$ cat src/hw/rtl/cle_pkg.sv
`default_nettype none
package cle_pkg;

    localparam int MAX_ENTRIES = 64;
    localparam int IDX_W = $clog2(MAX_ENTRIES);
    localparam int CNT_W = $clog2(MAX_ENTRIES + 1);
    localparam int DATA_W = 8;
    localparam int CAP_W = 7;
    localparam int REQ_W = 4;
    localparam int CMP_W = (CNT_W > CAP_W) ? CNT_W : CAP_W;
    localparam logic [DATA_W-1:0] EMPTY_REMOVE_CODE = 8'h30;
    localparam logic [CAP_W-1:0] CAP_RESET = CAP_W'(64);

    typedef enum logic [REQ_W-1:0] {
        REQ_BEGIN     = 4'd0,
        REQ_END       = 4'd1,
        REQ_NEXT      = 4'd2,
        REQ_PRIOR     = 4'd3,
        REQ_INS_AFTER = 4'd4,
        REQ_INS_BEFORE = 4'd5,
        REQ_REMOVE    = 4'd6,
        REQ_REPLACE   = 4'd7,
        REQ_CLEAR     = 4'd8
    } req_t;

    typedef enum logic [1:0] {
        CELL_HOLD,
        CELL_OPEN,
        CELL_CLOSE,
        CELL_WRITE
    } cell_op_t;

    typedef struct packed {
        cell_op_t            op;
        logic [IDX_W-1:0]    pos;
        logic [DATA_W-1:0]   data;
    } cell_cmd_t;

endpackage
`default_nettype wire

$ cat src/hw/rtl/cle_cell.sv
`default_nettype none
module cle_cell (
    input  wire logic                         clk,
    input  wire logic [cle_pkg::IDX_W-1:0]    idx,
    input  wire cle_pkg::cell_cmd_t           cmd,
    input  wire logic [cle_pkg::DATA_W-1:0]   low_data,
    input  wire logic [cle_pkg::DATA_W-1:0]   high_data,
    output logic      [cle_pkg::DATA_W-1:0]   data
);
    import cle_pkg::*;

    logic [DATA_W-1:0] data_reg;
    logic [DATA_W-1:0] data_next;

    always_comb
    begin
        data_next = data_reg;
        case (cmd.op)
            CELL_OPEN:
            begin
                if (idx == cmd.pos)
                begin
                    data_next = cmd.data;
                end
                else if (idx > cmd.pos)
                begin
                    data_next = low_data;
                end
            end
            CELL_CLOSE:
            begin
                if (idx >= cmd.pos)
                begin
                    data_next = high_data;
                end
            end
            CELL_WRITE:
            begin
                if (idx == cmd.pos)
                begin
                    data_next = cmd.data;
                end
            end
            default:
            begin
                data_next = data_reg;
            end
        endcase
    end

    always_ff @(posedge clk)
    begin
        data_reg <= data_next;
    end

    assign data = data_reg;

endmodule
`default_nettype wire

$ cat src/hw/rtl/cursor_list_engine.sv
`default_nettype none
// an accepted request word yields its registered result word in the next cycle
// throughput: 1 request per cycle while out_ready is high, every cell of the entry chain shifts in the same cycle
// a waiting result does not stall the next request while out_ready is high
// reset clears cursor, count and the result valid flag, capacity returns to 64
// entry contents are not reset and are undefined until written
module cursor_list_engine (
    input  wire logic                          clk,
    input  wire logic                          rst_n,
    input  wire logic                          cfg_we,
    input  wire logic [cle_pkg::CAP_W-1:0]     cfg_data,
    input  wire logic                          in_valid,
    output logic                               in_ready,
    input  wire logic [cle_pkg::REQ_W-1:0]     req_type,
    input  wire logic [cle_pkg::DATA_W-1:0]    value,
    output logic                               out_valid,
    input  wire logic                          out_ready,
    output logic                               ok,
    output logic      [cle_pkg::DATA_W-1:0]    removed_value,
    output logic      [cle_pkg::IDX_W-1:0]     cursor_pos,
    output logic      [cle_pkg::CNT_W-1:0]     item_count,
    output logic                               is_empty,
    output logic                               is_full
);
    import cle_pkg::*;

    logic [CAP_W-1:0]  capacity_reg;
    logic [IDX_W-1:0]  cursor_reg;
    logic [IDX_W-1:0]  cursor_next;
    logic [CNT_W-1:0]  count_reg;
    logic [CNT_W-1:0]  count_next;
    logic              out_valid_reg;
    logic              ok_reg;
    logic              ok_next;
    logic [DATA_W-1:0] removed_reg;
    logic [DATA_W-1:0] removed_next;
    logic [IDX_W-1:0]  cursor_out_reg;
    logic [CNT_W-1:0]  count_out_reg;
    logic              empty_reg;
    logic              full_reg;

    logic              accept;
    logic              empty_now;
    logic              full_now;
    logic              last_now;
    logic [CMP_W-1:0]  eff_cap;
    cell_cmd_t         cmd;

    logic [DATA_W-1:0] cell_data [MAX_ENTRIES];
    logic [DATA_W-1:0] low_data  [MAX_ENTRIES];
    logic [DATA_W-1:0] high_data [MAX_ENTRIES];

    // entry chain
    for (genvar g = 0; g < MAX_ENTRIES; g++)
    begin : g_cell
        if (g == 0)
        begin : g_first
            assign low_data[g] = cell_data[g];
        end
        else
        begin : g_mid_low
            assign low_data[g] = cell_data[g-1];
        end
        if (g == MAX_ENTRIES - 1)
        begin : g_last
            assign high_data[g] = cell_data[g];
        end
        else
        begin : g_mid_high
            assign high_data[g] = cell_data[g+1];
        end

        cle_cell u_cell (
            .clk       (clk),
            .idx       (IDX_W'(g)),
            .cmd       (cmd),
            .low_data  (low_data[g]),
            .high_data (high_data[g]),
            .data      (cell_data[g])
        );
    end

    assign in_ready = !out_valid_reg || out_ready;
    assign accept   = in_valid && in_ready;

    always_comb
    begin
        if (capacity_reg == '0)
        begin
            eff_cap = CMP_W'(1);
        end
        else if (CMP_W'(capacity_reg) > CMP_W'(MAX_ENTRIES))
        begin
            eff_cap = CMP_W'(MAX_ENTRIES);
        end
        else
        begin
            eff_cap = CMP_W'(capacity_reg);
        end
    end

    assign empty_now = (count_reg == '0);
    assign full_now  = (CMP_W'(count_reg) >= eff_cap);
    assign last_now  = ((CNT_W'(cursor_reg) + CNT_W'(1)) >= count_reg);

    always_comb
    begin
        cursor_next  = cursor_reg;
        count_next   = count_reg;
        ok_next      = 1'b0;
        removed_next = '0;
        cmd.op       = CELL_HOLD;
        cmd.pos      = cursor_reg;
        cmd.data     = value;
        case (req_type)
            REQ_BEGIN:
            begin
                if (!empty_now)
                begin
                    cursor_next = '0;
                    ok_next     = 1'b1;
                end
            end
            REQ_END:
            begin
                if (!empty_now)
                begin
                    cursor_next = IDX_W'(count_reg - CNT_W'(1));
                    ok_next     = 1'b1;
                end
            end
            REQ_NEXT:
            begin
                if (!empty_now && !last_now)
                begin
                    cursor_next = cursor_reg + IDX_W'(1);
                    ok_next     = 1'b1;
                end
            end
            REQ_PRIOR:
            begin
                if (!empty_now && cursor_reg != '0)
                begin
                    cursor_next = cursor_reg - IDX_W'(1);
                    ok_next     = 1'b1;
                end
            end
            REQ_INS_AFTER:
            begin
                if (!full_now)
                begin
                    cmd.op     = CELL_OPEN;
                    ok_next    = 1'b1;
                    count_next = count_reg + CNT_W'(1);
                    if (empty_now)
                    begin
                        cmd.pos     = '0;
                        cursor_next = '0;
                    end
                    else
                    begin
                        cmd.pos     = cursor_reg + IDX_W'(1);
                        cursor_next = cursor_reg + IDX_W'(1);
                    end
                end
            end
            REQ_INS_BEFORE:
            begin
                if (!full_now)
                begin
                    cmd.op     = CELL_OPEN;
                    ok_next    = 1'b1;
                    count_next = count_reg + CNT_W'(1);
                    if (empty_now)
                    begin
                        cmd.pos     = '0;
                        cursor_next = '0;
                    end
                end
            end
            REQ_REMOVE:
            begin
                if (empty_now)
                begin
                    removed_next = EMPTY_REMOVE_CODE;
                end
                else
                begin
                    cmd.op       = CELL_CLOSE;
                    removed_next = cell_data[cursor_reg];
                    count_next   = count_reg - CNT_W'(1);
                    ok_next      = 1'b1;
                    if (last_now)
                    begin
                        cursor_next = '0;
                    end
                end
            end
            REQ_REPLACE:
            begin
                if (!empty_now)
                begin
                    cmd.op  = CELL_WRITE;
                    ok_next = 1'b1;
                end
            end
            REQ_CLEAR:
            begin
                cursor_next = '0;
                count_next  = '0;
                ok_next     = 1'b1;
            end
            default:
            begin
                ok_next = 1'b0;
            end
        endcase
        if (!accept)
        begin
            cmd.op = CELL_HOLD;
        end
    end

    always_ff @(posedge clk or negedge rst_n)
    begin
        if (!rst_n)
        begin
            capacity_reg  <= CAP_RESET;
            cursor_reg    <= '0;
            count_reg     <= '0;
            out_valid_reg <= 1'b0;
        end
        else
        begin
            if (cfg_we)
            begin
                capacity_reg <= cfg_data;
            end
            if (accept)
            begin
                cursor_reg    <= cursor_next;
                count_reg     <= count_next;
                out_valid_reg <= 1'b1;
            end
            else if (out_ready)
            begin
                out_valid_reg <= 1'b0;
            end
        end
    end

    // result word
    always_ff @(posedge clk)
    begin
        if (accept)
        begin
            ok_reg         <= ok_next;
            removed_reg    <= removed_next;
            cursor_out_reg <= cursor_next;
            count_out_reg  <= count_next;
            empty_reg      <= (count_next == '0);
            full_reg       <= (CMP_W'(count_next) >= eff_cap);
        end
    end

    assign out_valid     = out_valid_reg;
    assign ok            = ok_reg;
    assign removed_value = removed_reg;
    assign cursor_pos    = cursor_out_reg;
    assign item_count    = count_out_reg;
    assign is_empty      = empty_reg;
    assign is_full       = full_reg;

endmodule
`default_nettype wire
$ cat config.mk
export PLATFORM = sky130hd
export DESIGN_NAME = cursor_list_engine
export DESIGN_NICKNAME = d
export VERILOG_FILES = /design/src/hw/rtl/cle_pkg.sv /design/src/hw/rtl/cle_cell.sv /design/src/hw/rtl/cursor_list_engine.sv
export SDC_FILE = /design/constraint.sdc
export NUM_CORES = 1
export LEC_CHECK = 0
export BUFFER_PORTS_ARGS = -buffer_cell sky130_fd_sc_hd__buf_2
export CAP_MARGIN = 10
export CORE_ASPECT_RATIO = 1.25
export CORE_UTILIZATION = 50
export CTS_BUF_LIST = sky130_fd_sc_hd__clkbuf_16
export CTS_CLUSTER_SIZE = 40
export DETAILED_ROUTE_END_ITERATION = 12
export PLACE_DENSITY = 0.68
export SYNTH_ARGS = -nofsm -noshare
export SYNTH_HDL_FRONTEND = slang
export SYNTH_HIERARCHICAL = 1
export SYNTH_SLANG_ARGS = --single-unit
$ cat constraint.sdc
create_clock -name clk -period 21.9 [get_ports clk]
set_input_delay 4.38 -clock clk [delete_from_list [all_inputs] [get_ports clk]]
set_output_delay 4.38 -clock clk [all_outputs]
set_load 0.05 [all_outputs]
**Yosys cells after proc, flatten, opt, wreduce, memory -nomap -nowiden**

Cells that the tools add are included.

- Equality and inequality tests: 264
- Add/subtract/negate cells: 5
- Order comparisons: 131
- Bitwise operators: 2
- Mux-type cells: 351
- Reduce and logical (&&, ||, !) cells: 85

Operator list:

| kind | number |
|---|---|
| $mux W8 | 255 |
| $pmux W8 S3 | 62 |
| $ne A2 B1 Y1 const B | 127 |
| $reduce_and A4 Y1 | 62 |
| $eq A6 B6 Y1 const A | 32 |
| $gt A6 B6 Y1 const A | 32 |
| $ne A3 B1 Y1 const B | 63 |
| $ge A6 B6 Y1 const A | 31 |
| $eq A5 B6 Y1 const A | 16 |
| $ge A5 B6 Y1 const A | 16 |
| $gt A5 B6 Y1 const A | 16 |
| $mux W6 | 11 |
| $bmux W8 S6 | 1 |
| $eq A4 B6 Y1 const A | 8 |
| $ge A4 B6 Y1 const A | 8 |
| $gt A4 B6 Y1 const A | 8 |
| $pmux W6 S8 | 1 |
| $mux W7 | 6 |
| $pmux W8 S2 | 2 |
| $eq A3 B6 Y1 const A | 4 |
| $ge A3 B6 Y1 const A | 4 |
| $gt A3 B6 Y1 const A | 4 |
| $ge A7 B7 Y1 | 3 |
| $logic_not A7 Y1 | 3 |
| other kinds (38) | 63 |

- Flip-flop bits (word level): 557
- Word-level logic and storage cells: 913
- Input port bits: 24

**Longest topological paths before layout**

- Depth in word-level cells: 11
- Depth in mapped cells: 17
- Depth with buffers taken out: 17

**Modules after synthesis**

The synthesis kept the hierarchy.

Modules (own cells, without submodules):

| module | seq. area each (um2) | cells an instance | instances | area an instance (um2) |
|---|---|---|---|---|
| cle_cell | 240.2 | 60 | 64 | 693.2 |
| cursor_list_engine | 1247.4 | 612 | 1 | 7503.4 |

**Worst setup path after synthesis**

OpenSTA, ideal clock, no wires.

- Kind: input -> register
- From: input port out_ready
- To: register g_cell[0].u_cell.data_reg[0] (enable)
- Path buffers: 2
- Path slack: -2468 ps
- Required time: 21566 ps
- Arrival time: 24035 ps
- Stages on the path: 6
- Path through: nand2b_1 nand2_1 clkbuf_1 nor4_1 buf_2 o221a_1

RTL lines:

| what | line | text |
|---|---|---|
| start: declaration | cursor_list_engine.sv:17 | `input wire logic out_ready,` |
| end signal: assignment | cle_cell.sv:53 | `data_reg <= data_next;` |
| end: declaration | cle_cell.sv:12 | `logic [DATA_W-1:0] data_reg;` |

**Final worst setup path**

- From: input port out_ready
- To: output port in_ready

- Word-level cells in the longest chain between the ends: 1

Ends and longest elaborated chain:

| what | line | text |
|---|---|---|
| $logic_or A1 B1 Y1 | cursor_list_engine.sv:83 | `assign in_ready = !out_valid_reg \|\| out_ready;` |
| end: declaration | cursor_list_engine.sv:13 | `output logic in_ready,` |

Every way passes these cells.

==> metrics.csv <==
stage;metric;value;unit
cts;post_cts_buffers;0;
setup_path;crit_arrival;4850;ps
power_and_ir_drop;comb_power_share;52.6;%
yosys;synth_most_common_cell;mux2i_1;
power_and_ir_drop;vdd_drop_max;0.0903;mV
final_layout;largest_register_ffs;512;
place;post-place-ws;12300;ps
timing;worst_pin_slew;1050;ps
yosys;synth_fa_ha_area_share;9.84;%
final_layout;seq_area;0.0166;mm2
global_route;antenna_found_initial;5;
power_and_ir_drop;p_leak;20.4;nW
timing;relSlewSlack;30.1;%
timing;maxSlewViolCount;0;
final_layout;finalNonFillerCells;6191;
timing;rsz0062_at_grt;false;
global_route;first_global_vias;37000;
detailed_routing;drt_iter0_markers;2394;
yosys;yosysTopAreaCell;edfxtp_1;
global_route;grt_usage;25.0;%
timing;setup_viol;0;
cts;postCtsHoldBufs;0;
power_and_ir_drop;pwr-share-seq;26.6;%
timing;layout_setup_ws;12670;ps
yosys;synthTopCellsByArea;edfxtp_1 31%, mux2i_1 26%, ha_1 9.8%, mux4_2 7.3%, inv_1 2.9%;
setup_path;cp.buffers_inverters;2;
power_and_ir_drop;p_sw_share;42.7;%
yosys;synth_compound_area_share;9.71;%
detailed_routing;vias;36900;
yosys;synth-edff-count;536;
power_and_ir_drop;switching_power;0.00225;W
timing;whs;528;ps
yosys;ys_types;77;
yosys;synthSimpleGateAreaFrac;10.0;%
place;hpwlAfterDp;90900;um
detailed_routing;avgRoutedWirePerCell;21.5;um
floorplanning;start_util;50.6;%
timing;finalSetupTns;0;ps
power_and_ir_drop;clockPowerShare;20.8;%
cts;cts_max_path_buffers;3;
setup_path;worstPathRequired;17520;ps
final_layout;fin_area;0.0569;mm2
timing;finalHoldViolCount;0;
final_layout;multi_input_area;0.0343;mm2
place;port_buffers;49;
setup_path;cp_slowest_stage_delay;220;ps
yosys;syn_area_per_cell;11.7;um2
final_layout;n_antenna_cell;0;
yosys;ys_warn_count;6;
place;place_congestion;0.881;
cts;cts_buffers;67;
final_layout;drive_above_1_share;12.0;%
yosys;synth_top_area_share;31.0;%
setup_path;endpoint_kind;output port;
yosys;syn_area;0.0519;mm2
setup_path;critPathMaxFanout;3;
timing;fin_crit_sh;42.2;%
floorplanning;coreArea;0.102;mm2
place;place_inst;6074;
setup_path;crit_type;primary input to output port;
yosys;ys_top_cells_by_count;1346 x mux2i_1, 536 x edfxtp_1, 408 x ha_1;
yosys;async_flop_share;3.77;%
power_and_ir_drop;power_per_cell_area;92.7;mW/mm2
floorplanning;boundaryPins;50;
cts;worstSkewPairLatency;630;ps
detailed_routing;route.detailed.drc;0;
yosys;yosysSeqAreaShare;32.0;%
setup_path;cpMostUsedCell;buf_2;
global_route;grt_max_degree;152;
cts;cts_resized;0;
setup_path;slowest_stage;buf_2;
cts;root_buffer;clkbuf_16;
yosys;postSynthCellCount;4452;
timing;finalCriticalPeriod;9230;ps
yosys;synth-xor-area-share;0.186;%
status;status;completed;
detailed_routing;post_drt_via_cell_ratio;5.96;
cts;htreeDepth;3;
yosys;synth.mux.area_fraction;33.5;%
global_route;grt_pass1_wl;210000;um
timing;clock_skew;27.9;ps
yosys;synth_top_family_by_area;multiplexers;
setup_path;crit_path_cell_trace;buf_2, nand2b_1, buf_2;
floorplanning;die_y;362;um
yosys;ys_ff_latch;557;
place;place_area;0.0548;mm2
final_layout;area_delta_synth_final;9.70;%
floorplanning;die_area;0.105;mm2
detailed_routing;wirelength;133000;um
final_layout;fillers;8863;
detailed_routing;route.antenna.remaining_nets;0;
floorplanning;rows;131;
final_layout;fin_nets;5245;
setup_path;cp-start-kind;primary input;
min_path;worstHoldPathType;flip-flop to flip-flop;
setup_path;reg2reg_slack;15120;ps
setup_path;critPathTopFamily;buffers and inverters;
cts;clock_sinks;557;
cts;cts.clk_slew.worst_paths;60;ps
detailed_routing;dr.pass1.iters;6;
floorplanning;die_w;290;um
power_and_ir_drop;p_int;0.00302;W
yosys;ys.flop_type;edfxtp_1;
cts;cts_tree;built;
timing;max_freq;0.108;GHz
run;cap_violations;0;
global_route;grt.overflow.total;0;
==> through the flow <==
step,util (%),power (W)
after floorplan,-,0.00353
after global placement,53.5,0.00413
after detailed placement,53.5,0.00420
after CTS,55.5,0.00529
after global routing,55.5,0.00560
final,55.5,0.00527
==> cell type report <==
type                            count  area share, %
Multi-Input combinational cell   3684           60.3
Sequential cell                   557           29.2
Clock buffer                       71           3.12
Tap cell                         1330           2.92
Inverter                          404           2.67
Timing Repair Buffer               99           1.19
Clock inverter                     46          0.526
==> power groups by stage <==
| stage | sequential (W) | combinational (W) | clock, W |
|---|---|---|---|
| after floorplan | 0.00138 | 0.00215 | 0 |
| after global placement | 0.00142 | 0.00271 | 0 |
| after detailed placement | 0.00142 | 0.00277 | 0 |
| after CTS | 0.00140 | 0.00278 | 0.00111 |
| after global routing | 0.00141 | 0.00303 | 0.00115 |
| final | 0.00140 | 0.00277 | 0.00110 |
==> placed cells by master (no fill, tap or decap), drive strengths merged, types with 100 or more instances in the layout <==
master / netlist / layout
mux4: 168 / 168
mux2i: 1346 / 1346
edfxtp: 536 / 536
o21ai: 100 / 100
inv: 403 / 421
a21oi: 155 / 155
nor2: 230 / 230
conb: 2 / 384
ha: 408 / 408
nand2: 158 / 158
==> cells by family (layout without fill, tap and decap cells) <==
kind of cell | after synthesis | in the layout
xor+xnor | 11 | 11
buf+inv | 593 | 620
simple gates | 655 | 655
mux | 1524 | 1524
compound gates | 702 | 702
other cells | 2 | 384
fa+ha+maj | 408 | 408
flops | 557 | 557
==> worst reg2reg max path: stages, from the launching register on <==
cell and delay, ps:
dfstp_2 540, inv_1 120, nand2_1 140, ha_1 260, a21o_1 190, a31o_2 290, a21oi_2 370, a21oi_1 150
nor3_2 350, buf_4 790, buf_4 740, buf_4 820, buf_4 950, o221a_1 710
==> metal layers <==
metal	vias up	wire length (um)	track usage, %
li1	17500	-	-
met1	18500	55200	30.3
met2	714	69400	46.2
met3	203	4600	2.57
met4	4	3730	7.83
met5	-	33	0
==> final timing paths <==
kind                            startpoint                         to  cells after the start
setup / recovery                 out_ready                   in_ready                      3
hold / removal             capacity_reg[0]            capacity_reg[0]                      1
setup reg to reg           capacity_reg[6]  g_cell[38].u_cell/data[2]                     13
hold reg to reg            capacity_reg[0]            capacity_reg[0]                      1
max in group asynchronous            rst_n              cursor_reg[0]                      1
min in group asynchronous            rst_n              cursor_reg[1]                      1
Power figures use the tool's default switching activity.
